## config.mk

```make
export PLATFORM = sky130hd
export DESIGN_NAME = multi_crc_byte_engine_top
export DESIGN_NICKNAME = d
export VERILOG_FILES = /design/src/sv/mcrc_pkg.sv /design/src/sv/mcrc_state.sv /design/src/sv/multi_crc_byte_engine_top.sv
export SDC_FILE = /design/constraint.sdc
export NUM_CORES = 1
export LEC_CHECK = 0
export BUFFER_PORTS_ARGS = -buffer_cell sky130_fd_sc_hd__buf_2
export CAP_MARGIN = 20
export CORE_ASPECT_RATIO = 1.5
export CORE_MARGIN = 4
export CORE_UTILIZATION = 51
export CTS_CLUSTER_SIZE = 10
export DETAILED_ROUTE_END_ITERATION = 6
export PLACE_DENSITY = 0.82
export SETUP_SLACK_MARGIN = 0.1
export SLEW_MARGIN = 20
export SYNTH_ARGS = -nofsm -noshare
export SYNTH_HDL_FRONTEND = slang
export SYNTH_HIERARCHICAL = 1
export SYNTH_SLANG_ARGS = --single-unit
```

## constraint.sdc

```tcl
create_clock -name aclk -period 14.09 [get_ports aclk]
set_input_delay 0.7045 -clock aclk [delete_from_list [all_inputs] [get_ports aclk]]
set_output_delay 0.7045 -clock aclk [all_outputs]
set_load 0.03 [all_outputs]
```

## src/sv/mcrc_pkg.sv

```systemverilog
`timescale 1ns / 1ps
// ----------------------------------------------------------------------------
// mcrc_pkg: shared types, constants and CRC byte-step functions
// Holds the polynomials, initial values and one-byte unrolled update
// functions used by the multi-CRC engine.
// ----------------------------------------------------------------------------
package mcrc_pkg;

    localparam logic [15:0] CRC16_POLY  = 16'h1021;
    localparam logic [15:0] CRC16_INIT  = 16'hFFFF;
    localparam logic [31:0] CRC32_POLY  = 32'hEDB8_8320;
    localparam logic [31:0] CRC32C_POLY = 32'h82F6_3B78;
    localparam logic [31:0] CRC32_INIT  = 32'hFFFF_FFFF;

    // enable mask bit positions
    localparam int EN_CRC16  = 0;
    localparam int EN_CRC32  = 1;
    localparam int EN_CRC32C = 2;

    typedef logic [2:0] mask_t;

    // one registered input beat handed to the CRC state unit
    typedef struct packed {
        logic       valid;
        logic       last;
        logic [7:0] data;
    } beat_t;

    // finished values for one end-of-stream beat
    typedef struct packed {
        logic [31:0] crc32c;
        logic [31:0] crc32;
        logic [15:0] crc16;
        mask_t       mask;
    } result_t;

    // CRC-16/CCITT-FALSE, MSB first, one byte
    function automatic logic [15:0] crc16_byte(input logic [15:0] crc,
                                               input logic [7:0]  data);
        logic [15:0] c;
        c = crc ^ {data, 8'h00};
        for (int i = 0; i < 8; i++) begin
            c = c[15] ? ({c[14:0], 1'b0} ^ CRC16_POLY) : {c[14:0], 1'b0};
        end
        return c;
    endfunction

    // reflected 32-bit CRC, LSB first, one byte
    function automatic logic [31:0] crc32r_byte(input logic [31:0] crc,
                                                input logic [7:0]  data,
                                                input logic [31:0] poly);
        logic [31:0] c;
        c = crc ^ {24'h000000, data};
        for (int i = 0; i < 8; i++) begin
            c = c[0] ? ({1'b0, c[31:1]} ^ poly) : {1'b0, c[31:1]};
        end
        return c;
    endfunction

endpackage

```

## src/sv/mcrc_state.sv

```systemverilog
`timescale 1ns / 1ps
// ----------------------------------------------------------------------------
// mcrc_state: running CRC registers
// Advances the enabled CRCs by one byte per data beat, presents finished
// values on an end beat and reloads all three initial values.
// ----------------------------------------------------------------------------
module mcrc_state (
    input  logic              aclk,
    input  logic              aresetn,
    input  mcrc_pkg::beat_t   beat,
    input  mcrc_pkg::mask_t   mask,
    output mcrc_pkg::result_t result
);
    import mcrc_pkg::*;

    logic [15:0] crc16_reg,  crc16_next;
    logic [31:0] crc32_reg,  crc32_next;
    logic [31:0] crc32c_reg, crc32c_next;

    always_comb begin
        crc16_next  = crc16_reg;
        crc32_next  = crc32_reg;
        crc32c_next = crc32c_reg;
        if (beat.valid) begin
            if (beat.last) begin
                crc16_next  = CRC16_INIT;
                crc32_next  = CRC32_INIT;
                crc32c_next = CRC32_INIT;
            end else begin
                if (mask[EN_CRC16])
                    crc16_next = crc16_byte(crc16_reg, beat.data);
                if (mask[EN_CRC32])
                    crc32_next = crc32r_byte(crc32_reg, beat.data, CRC32_POLY);
                if (mask[EN_CRC32C])
                    crc32c_next = crc32r_byte(crc32c_reg, beat.data, CRC32C_POLY);
            end
        end
    end

    always_ff @(posedge aclk) begin
        if (!aresetn) begin
            crc16_reg  <= CRC16_INIT;
            crc32_reg  <= CRC32_INIT;
            crc32c_reg <= CRC32_INIT;
        end else begin
            crc16_reg  <= crc16_next;
            crc32_reg  <= crc32_next;
            crc32c_reg <= crc32c_next;
        end
    end

    // disabled CRCs report zero
    assign result.crc16  = mask[EN_CRC16]  ? crc16_reg                 : 16'h0000;
    assign result.crc32  = mask[EN_CRC32]  ? (crc32_reg ^ CRC32_INIT)  : 32'h0;
    assign result.crc32c = mask[EN_CRC32C] ? (crc32c_reg ^ CRC32_INIT) : 32'h0;
    assign result.mask   = mask;

endmodule

```

## src/sv/multi_crc_byte_engine_top.sv

```systemverilog
`timescale 1ns / 1ps
// A byte beat enters the input register on acceptance and updates the running
// CRCs in the following cycle; an end beat moves on to the result register
// (m_*) once that is free or being emptied. Throughput: one beat per cycle while
// no end beat waits, set by the unrolled byte update from input to CRC registers.
// Reset (aresetn low, synchronous): pipeline empty, enable mask 3'b111, all
// running CRCs at their initial values.
// ----------------------------------------------------------------------------
// multi_crc_byte_engine_top: CRC-16/CCITT-FALSE, CRC-32 and CRC-32C engine
// Byte stream in, one beat of finished CRCs out per end-of-stream beat.
// ----------------------------------------------------------------------------
module multi_crc_byte_engine_top (
    input  logic        aclk,
    input  logic        aresetn,
    // configuration: enable mask
    input  logic        cfg_we,
    input  logic [2:0]  cfg_wdata,     // [0] CRC16, [1] CRC32, [2] CRC32C
    // byte stream in
    input  logic        s_tvalid,
    output logic        s_tready,
    input  logic [7:0]  s_tdata,       // [7:0] data_byte
    input  logic        s_tlast,       // end_of_stream, byte ignored
    // result out
    output logic        m_tvalid,
    input  logic        m_tready,
    output logic [79:0] m_tdata,       // [15:0] crc16, [47:16] crc32, [79:48] crc32c
    output logic [2:0]  m_tuser        // [2:0] valid_mask
);
    import mcrc_pkg::*;

    // ---------------- configuration register ----------------
    mask_t mask_reg;

    always_ff @(posedge aclk) begin
        if (!aresetn) begin
            mask_reg <= 3'b111;
        end else if (cfg_we) begin
            mask_reg <= cfg_wdata;
        end
    end

    // ---------------- input register ----------------
    // A data beat never waits in the input register. An end beat drains only when
    // the result register is free or being emptied this cycle.
    logic       in_valid_reg;
    logic       in_last_reg;
    logic [7:0] in_data_reg;
    logic       advance;

    assign advance  = in_valid_reg && (!in_last_reg || !m_tvalid || m_tready);
    assign s_tready = !in_valid_reg || advance;

    always_ff @(posedge aclk) begin
        if (!aresetn) begin
            in_valid_reg <= 1'b0;
        end else if (s_tready) begin
            in_valid_reg <= s_tvalid;
        end
    end

    always_ff @(posedge aclk) begin
        if (s_tready && s_tvalid) begin
            in_last_reg <= s_tlast;
            in_data_reg <= s_tdata;
        end
    end

    // ---------------- running CRC state ----------------
    beat_t   beat;
    result_t result;

    assign beat.valid = advance;
    assign beat.last  = in_last_reg;
    assign beat.data  = in_data_reg;

    mcrc_state u_state (
        .aclk    (aclk),
        .aresetn (aresetn),
        .beat    (beat),
        .mask    (mask_reg),
        .result  (result)
    );

    // ---------------- result register ----------------
    logic    out_valid_reg;
    result_t out_reg;
    logic    load_out;

    assign load_out = advance && in_last_reg;

    always_ff @(posedge aclk) begin
        if (!aresetn) begin
            out_valid_reg <= 1'b0;
        end else if (load_out) begin
            out_valid_reg <= 1'b1;
        end else if (m_tready) begin
            out_valid_reg <= 1'b0;
        end
    end

    always_ff @(posedge aclk) begin
        if (load_out) begin
            out_reg <= result;
        end
    end

    assign m_tvalid = out_valid_reg;
    assign m_tdata  = {out_reg.crc32c, out_reg.crc32, out_reg.crc16};
    assign m_tuser  = out_reg.mask;

`ifndef ASSERT_OFF
    // an end beat that leaves the input register must produce a result beat
    a_end_emits: assert property (@(posedge aclk) disable iff (!aresetn)
        load_out |=> m_tvalid)
        else $error("end beat drained without a result");

    // a held end beat must not be lost or altered while output is blocked
    a_in_hold: assert property (@(posedge aclk) disable iff (!aresetn)
        (in_valid_reg && !advance) |=> (in_valid_reg && $stable(in_last_reg)))
        else $error("stalled input beat dropped");

    // a disabled CRC16 always reports zero
    a_crc16_off: assert property (@(posedge aclk) disable iff (!aresetn)
        (m_tvalid && !m_tuser[EN_CRC16]) |-> (m_tdata[15:0] == 16'h0000))
        else $error("disabled CRC16 reported nonzero");

    // after an end beat the CRC-32 state restarts: empty stream reports zero
    a_reload: assert property (@(posedge aclk) disable iff (!aresetn)
        load_out |=> (u_state.crc32_reg == CRC32_INIT))
        else $error("CRC32 not reloaded after end beat");
`endif

endmodule

```

==> results of run 1 <==
==> critical path: stages, from the launching register on <==
cell      delay, ns
edfxtp_1       0.60
a21boi_1       0.34
o21a_2         0.64
nand2b_1       0.74
o22ai_1        0.36
nand2_1        0.08
==> layout make-up <==
cell class	instances	share of cell area, %
flip-flops and latches	177	47.48
multi-input cells	430	38.04
repair buffers	104	5.615
clock buffers	20	4.644
well taps	203	2.701
clock inverters	12	1.437
inverters	2	0.07984
==> metal layers <==
metal,global-route usage (%),wire (um),vias up
met5,0,0,-
met1,21.12,6556,2427
met2,35.45,9483,124
met4,8.799,460,0
li1,-,-,2386
met3,3.929,640,27
==> per-stage QoR <==
| stage | power, W | util [%] |
|---|---|---|
| 2_1_floorplan | 0.001004 | - |
| 3_3_place_gp | 0.001075 | 56.26 |
| 3_5_place_dp | 0.001083 | 56.26 |
| 4_1_cts | 0.001542 | 59.90 |
| 5_1_grt | 0.001601 | 59.91 |
| 6_report | 0.001533 | 59.91 |
==> synth_stat cells, types with 7 or more instances <==
cell type,n,share of area [%]
a21oi_1,12,0.73
and2_1,18,1.4
clkbuf_1,26,1.2
dfxtp_1,85,21
edfxtp_1,92,34
nand2_1,64,2.9
nor2_1,17,0.78
nor2b_1,65,5.0
o22ai_1,54,4.1
xnor2_1,90,9.6
xnor2_2,8,1.6
xnor3_1,21,5.8
xor2_1,26,2.8
xor3_1,7,2.0
==> how the worst min path moves through the flow <==
stage	slack, ns	from	cells past startpoint	endpoint
5_1_grt	0.44	s_tdata[3]	1	in_data_reg[3]
3_5_place_dp	0.52	u_state/crc32c_reg[6]	2	u_state/crc32c_reg[6]
6_report	0.46	s_tdata[1]	1	in_data_reg[1]
3_3_place_gp	0.50	u_state/crc32c_reg[9]	2	u_state/crc32c_reg[9]
4_1_cts	0.44	s_tdata[1]	1	in_data_reg[1]
2_1_floorplan	0.47	u_state/crc32_reg[29]	2	u_state/crc32_reg[29]
==> logic make-up (layout without fill, tap and decap cells) <==
| group | Yosys count | after routing |
|---|---|---|
| buffers and inverters | 34 | 138 |
| XOR/XNOR | 164 | 164 |
| multiplexers | 3 | 3 |
| AND/OR/NAND/NOR | 176 | 176 |
| AO/OA/AOI/OAI | 87 | 87 |
| flip-flops | 177 | 177 |
==> report_power, final <==
part	total (W)	switching [W]	internal [W]	leakage, nW
Clock	0.000456	0.000194	0.000262	0.257
Sequential	0.000612	0.0000352	0.000577	1.55
Combinational	0.000465	0.000217	0.000248	1.78
==> results.cfg, run 1 <==
[clocking]
cts_sinks = 177
cts_resized = 0
cts_tree = built
ctsHoldBuffers = 0
cts_max_level = 4
clock-root-buffer = clkbuf_16
cts_made_buffers = 17
path_clk_slew_ns = 0.07
postCtsSetupRepairBufs = 0
clk_latency_ns = 0.42
cts_buffer_depth = 2

[layout]
drive_above_1_share_pct = 20.81
fin_nets = 749
n_antenna_cell = 0
syn_to_final_growth_pct = 14.96
register_area_um2 = 4464
final_area_um2 = 9403
mostFrequentLayoutCells = buf_2, edfxtp_1, xnor2_1
stdcell_count = 948
final_common_cell = buf_2
largest_reg_flops = 80
fill_cells = 1246
multiInputGateArea_um2 = 3577

[critical_path]
setup.reg_to_reg.worst_slack_ns = 11.18
reg2reg_from = in_last_reg
crit_path_max_fanout = 34
cp.required_ns = 14.37
rr_worst_depth = 5
crit_start = in_last_reg
critPathCaptureType = flop
arrival_ns = 3.19
crit_end = u_state/crc32_reg[13]
start_kind = flop
path_class = flop to flop
reg2reg_to = u_state/crc32_reg[13]

[timing]
setup_ws_ns = 11.18
rsz0062_at_grt = no
setup_viol = 0
tns_ns = 0
slew_headroom_pct = 30.00
finalHoldViolCount = 0
holdWs_ns = 0.4605
period_share_pct = 20.65
maxClockFrequency_mhz = 343.6
finalMaxSlewViolations = 0
finClkSkew_ns = 0.01081
fin_crit_ns = 2.910
worst_slew_pin_slew_ns = 1.050

[synth]
synth_compound_area_share_pct = 6.700
ys_seq_area_share_pct = 54.58
synth_top_flop_cell = edfxtp_1
synth.distinct_cells = 34
synth_mux_area_share_pct = 0.3671
async_flop_share_pct = 0
synth_seq_cells = 177
synth_edf_count = 92
syn-mean-instance-area_um2 = 12.76
yosys_warnings = 6
synth_top_family_by_area = XOR/XNOR gates
syn-instance-count = 641
synth.cell_area_um2 = 8179
synth_xor_area_share_pct = 25.32
yosys.area_share.simple_pct = 11.24
synthAdderAreaFrac_pct = 0
synth_nets = 658

[global_route]
track_usage_pct = 19.21
grt_max_degree = 75
antenna_found_initial = 0
grt_pass1_wl_um = 27160
overflow = 0
grt_pass1_vias = 5124

[routing]
vias = 4964
drtIter0Drc = 229
via_per_inst = 5.236
ant_nets = 0
drc = 0
wirelength_um = 17140
route.detailed.wl_per_inst_um = 18.08
dr.pass1.iters = 4

[pwr]
power_density_nw_per_um2 = 163.0
ir_worst_vdd_uv = 89.38
p_leak_nw = 3.588

[floorplan]
die_height_um = 163.1
num_rows = 56
ios = 102
start_util_pct = 52.11
core_region_area_um2 = 15700
die_area_um2 = 18170
die_x_um = 111.4

[place]
post_dp_cell_area_um2 = 8830
dp.cells = 916
portBuffers = 101
hpwl_um = 11740
place_congestion = 0.8674
place_ws_ns = 10.44

[job]
drv_cap = 0

[status]
outcome = finished, final reports clean

[worst_hold_path]
hold_class = primary input to flop
Power figures use the tool's default switching activity.
==> inputs of run 2 (changes only) <==
- clock period: 14.09 -> 3.05 ns (I/O delays scaled with it)
==> run 2 against run 1 <==
  * Power rose to 4.7 times the previous value
  * Fmax grew 18%
  * Combinational power rose to 4.7 times the previous value
  * First-iteration DRC count grew 25%
  * Die area stayed put
  * Wire length rose by 7.4%
  * Highest routed layer unchanged
==> results.cfg, run 2 (synthesis gave the netlist of run 1 again) <==
[timing]
setup_viol = 0
slew_headroom_pct = 46.74
finalMaxSlewViolations = 0
finalHoldViolCount = 0
period_share_pct = 80.82
maxClockFrequency_mhz = 405.7
rsz0062_at_grt = no
worst_slew_pin_slew_ns = 0.7932
finClkSkew_ns = 0.009006
setup_ws_ns = 0.5850
fin_crit_ns = 2.465
tns_ns = 0

[clocking]
cts_tree = built
postCtsSetupRepairBufs = 0
clk_latency_ns = 0.42
path_clk_slew_ns = 0.07
cts_max_level = 4
cts_buffer_depth = 2
cts_made_buffers = 17
clock-root-buffer = clkbuf_16
cts_sinks = 177

[routing]
drc = 0
ant_nets = 0
route.detailed.wl_per_inst_um = 19.01
wirelength_um = 18410
vias = 5196
dr.pass1.iters = 5
drtIter0Drc = 286
via_per_inst = 5.368

[layout]
drive_above_1_share_pct = 21.18
fill_cells = 1217
final_common_cell = buf_2
n_antenna_cell = 0
mostFrequentLayoutCells = buf_2, edfxtp_1, xnor2_1
fin_nets = 769
syn_to_final_growth_pct = 17.65
largest_reg_flops = 80

[floorplan]
ios = 102
die_area_um2 = 18170
core_region_area_um2 = 15700
die_x_um = 111.4
start_util_pct = 52.11
die_height_um = 163.1
num_rows = 56

[global_route]
overflow = 0
grt_max_degree = 64
track_usage_pct = 20.55
grt_pass1_wl_um = 29010
met1_usage_pct = 22.46
grt_pass1_vias = 5403
antenna_found_initial = 0
top_usage_layer = met2
grt_util_met3_pct = 4.225
use_met2_pct = 36.88

[place]
hpwl_um = 13170
portBuffers = 101
place_congestion = 0.9176
place_ws_ns = 0.6623

[pwr]
p_leak_nw = 3.703
ir_worst_vdd_uv = 420.9
power_density_nw_per_um2 = 749.9

[critical_path]
critPathCaptureType = flop
crit_path_max_fanout = 18
path_class = flop to flop
arrival_ns = 2.75
start_kind = flop
cp.required_ns = 3.34

[status]
outcome = finished, final reports clean

[worst_hold_path]
hold_class = primary input to flop

[job]
drv_cap = 0
==> run 2: path summary, 6_finish.rpt <==
path	from	end	slack, ns	cells after the start
worst max-delay path	in_last_reg	u_state/crc16_reg[14]	0.59	5
worst min register to register	u_state/crc32c_reg[9]	u_state/crc32c_reg[9]	0.53	2
worst max register to register	in_last_reg	u_state/crc16_reg[14]	0.59	5
worst min-delay path	cfg_we	mask_reg[2]	0.03	3
==> run 2: area by class of cell <==
class	instances	area [um^2]	area share (%)
Sequential cell	177	4464	46.39
Clock buffer	20	436.7	4.538
Clock inverter	12	158.9	1.651
Timing Repair Buffer	124	723.2	7.515
Inverter	2	7.507	0.07801
Tap cell	203	254.0	2.639
Multi-Input combinational cell	430	3578	37.19
==> run 2: critical path, stage by stage (launching register included) <==
cell,delay (ns)
edfxtp_1,0.59
a21boi_1,0.33
o21a_1,0.56
nand2b_1,0.45
o22ai_1,0.31
nand2_1,0.08
==> run 2: layer usage <==
layer	up-vias	wire [um]
li1	2435	-
met1	2534	6672
met2	178	9923
met3	49	898
met4	0	913
met5	-	0
==> run 2: what timing repair did <==
item / 4_1_cts / 5_1_grt
endpoints found under the hold margin: 13 / 0
hold buffers: 13 / 0
gates resized for setup: 0 / 0
==> run 2: per-stage QoR <==
stage | total power [W] | std cells | utilization (%) | cell area, um^2 | hold slack [ns]
3_5_place_dp | 0.005032 | 923 | 56.67 | 8895 | 0.3364
5_1_grt | 0.007512 | 968 | 61.31 | 9623 | 0.01064
4_1_cts | 0.007248 | 968 | 61.30 | 9620 | 0.01152
2_1_floorplan | 0.004634 | 641 | - | 8187 | 0.2144
3_3_place_gp | 0.004985 | 923 | 56.67 | 8895 | 0.3352
6_report | 0.007216 | 968 | 61.31 | 9623 | 0.02536
==> run 2: power breakdown <==
group          switching, W  internal, W
Sequential         0.000159      0.00267
Combinational       0.00102      0.00117
Clock              0.000910      0.00130
==> inputs of run 3 (changes only) <==
- ABC_AREA: not set -> 1
- PLACE_DENSITY: 0.82 -> 0.84
- clock period: 3.05 -> 2.1 ns (I/O delays scaled with it)
==> run 3 against run 2 <==
  * The flow now finishes with violations (design-rule violations)
  * Largest power group unchanged
  * Synthesized cell count rose by 65%
  * Sequential power rose by 42%
  * Critical endpoint is now u_state/crc32c_reg[21]
  * Setup slack got worse by 0.43 ns
  * Fmax rose by 27%
==> results.cfg, run 3 <==
[synth]
synth_seq_cells = 177
syn-instance-count = 1058
synth.cell_area_um2 = 9087
synth_edf_count = 92
synth_top_flop_cell = edfxtp_1
ys_seq_area_share_pct = 49.13
synth.distinct_cells = 37
synthDominantCellAreaShare_pct = 30.40
syn-mean-instance-area_um2 = 8.589
synth_nets = 1075
synth_common_cells = nand2_1, edfxtp_1, inv_1
yosysMostFrequentCell = nand2_1
async_flop_share_pct = 0
yosys_warnings = 6
synth_area_leader_cell = edfxtp_1
synth_area_leaders = edfxtp_1, dfxtp_1, nand2_1, xor2_1, a21oi_1

[timing]
fin_crit_ns = 1.944
slew_headroom_pct = 63.45
rsz0062_at_grt = yes
period_share_pct = 92.57
setup_ws_ns = 0.1560
finClkSkew_ns = 0.01527
finalHoldViolCount = 0
maxClockFrequency_mhz = 514.4
worst_slew_pin_slew_ns = 0.5474
setup_viol = 0
finalMaxSlewViolations = 0

[floorplan]
core_region_area_um2 = 17420
start_util_pct = 52.16
die_x_um = 117.0
die_height_um = 171.5
ios = 102
num_rows = 59
die_area_um2 = 20060

[routing]
drtIter0Drc = 571
wirelength_um = 24170
route.detailed.wl_per_inst_um = 16.84
drc = 1
vias = 7729
ant_nets = 0
via_per_inst = 5.386
dr.pass1.iters = 7

[layout]
syn_to_final_growth_pct = 22.08
n_antenna_cell = 0
final_common_cell = nand2_1
largest_reg_flops = 80
fill_cells = 1400
drive_above_1_share_pct = 22.59
mostFrequentLayoutCells = nand2_1, buf_2, edfxtp_1
fin_nets = 1226

[clocking]
path_clk_slew_ns = 0.07
cts_buffer_depth = 2
cts_tree = built
clk_latency_ns = 0.44
cts_max_level = 4
clock-root-buffer = clkbuf_16
cts_sinks = 177
cts_made_buffers = 17

[global_route]
antenna_found_initial = 0
grt_pass1_wl_um = 37260
track_usage_pct = 24.25
grt_pass1_vias = 7277
grt_max_degree = 47
overflow = 0

[pwr]
ir_worst_vdd_uv = 518.5
p_total_w = 0.009912
power_density_nw_per_um2 = 893.4
p_switching_w = 0.003182
p_comb_share_pct = 26.8
p_leak_nw = 4.961
power.internal_w = 0.006731
p_seq_share_pct = 40.6
swShare_pct = 32.10
pwr-share-clk_pct = 32.5

[critical_path]
critPathCaptureType = flop
cp_common_cell = nand2_1
reg2reg_from = in_data_reg[5]
arrival_ns = 2.26
setup.reg_to_reg.worst_slack_ns = 0.16
cpPeakStageDelay_ns = 0.37
reg2reg_to = u_state/crc32c_reg[21]
path_class = flop to flop
cp_slowest_cell = edfxtp_1
rr_worst_depth = 10
crit_chain = buf_4 -> xnor2_4 -> nand3_1 -> nand2_4 -> nand2_1 -> nand2_1 -> nor2_2 -> nand3b_1 -> nand3_1 -> nand2_1
cp.required_ns = 2.42
crit_path_max_fanout = 7
start_kind = flop

[place]
portBuffers = 101
place_congestion = 0.9827
hpwl_um = 16920
place_ws_ns = 0.08437

[job]
drv_cap = 0

[status]
violations = design-rule violations
outcome = finished, violations left

[worst_hold_path]
hp-start = m_tready
hold_path_end = in_valid_reg
hold_path_depth = 4
hold_class = primary input to flop
[run 3: cell types whose count changed in the layout (fill, tap and decap cells not counted), moves of 39 or more]
| cell | previous run | this run |
|---|---|---|
| nand2_1 | 64 | 255 |
| inv_1 | 2 | 84 |
| nor2_1 | 16 | 85 |
| xnor2_1 | 90 | 22 |
| nor2b_1 | 65 | 0 |
| a21oi_1 | 12 | 71 |
| o21ai_0 | 5 | 59 |
| xor2_1 | 26 | 75 |
| o22ai_1 | 54 | 6 |
| nand3_1 | 0 | 47 |
| buf_4 | 9 | 48 |
[run 3: final cells by class]
class	instances	area [um^2]	area share (%)
Clock buffer	23	457.9	4.128
Tap cell	213	266.5	2.402
Clock inverter	9	133.9	1.207
Sequential cell	177	4469	40.28
Multi-Input combinational cell	739	4227	38.10
Inverter	102	404.1	3.643
Timing Repair Buffer	172	1136	10.24
[run 3: per-stage QoR]
step	util (%)	hold slack, ns	instance area [um^2]	instances	TNS, ns
floorplan	-	0.1891	9102	1058	-3.523
global placement	57.67	0.2843	10050	1370	0
detailed placement	57.67	0.2855	10050	1370	0
CTS	62.38	0.00003611	10870	1425	0
global route	63.68	0.04368	11090	1435	0
finish	63.68	0.01924	11090	1435	0
[run 3: power by group through the flow]
stage	clock, W	sequential, W	combinational (W)
floorplan	0	0.00415	0.00174
global placement	0	0.00410	0.00240
detailed placement	0	0.00410	0.00244
CTS	0.00326	0.00402	0.00250
global route	0.00338	0.00404	0.00291
finish	0.00322	0.00403	0.00266
[run 3: cell families (layout without fill, tap and decap cells)]
group | Yosys count | after routing | share of synthesized area (%)
AND/OR/NAND/NOR | 448 | 448 | 21.93
flip-flops | 177 | 177 | 49.13
AO/OA/AOI/OAI | 175 | 175 | 10.46
XOR/XNOR | 116 | 116 | 12.25
buffers and inverters | 142 | 306 | 6.223
[run 3: repair_timing]
item                                   in CTS  in global routing
setup endpoints to repair                   4                 33
hold buffers                               19                  0
pin swaps                                   1                  6
resized for setup                           2                 31
buffers inserted                            4                 10
endpoints found under the hold margin      13                  0
[run 3: routing by layer]
metal / up-vias / routed length [um] / global-route usage, %
li1: 3734 / - / -
met3: 91 / 1503 / 4.541
met2: 348 / 12680 / 42.73
met1: 3556 / 8850 / 27.72
met5: - / 0 / 0
met4: 0 / 1139 / 12.03
[run 3: how the worst max path moves through the flow]
stage | startpoint | end | slack, ns | depth (start not counted)
final | in_data_reg[5] | u_state/crc32c_reg[21] | 0.16 | 10
after global routing | in_data_reg[3] | u_state/crc32_reg[25] | 0.04 | 12
after CTS | in_data_reg[4] | u_state/crc32c_reg[3] | 0.12 | 14
after detailed placement | in_data_reg[7] | u_state/crc32_reg[5] | 0.08 | 6
after global placement | in_data_reg[7] | u_state/crc32_reg[5] | 0.06 | 6
after floorplan | in_last_reg | m_tdata[0] | -0.04 | 2
[run 3: critical path, delay by kind of cell (launching register included)]
family	cells	cell delay, ns
simple gates	8	0.94
xor+xnor	1	0.33
buf+inv	1	0.19
flops	1	0.37
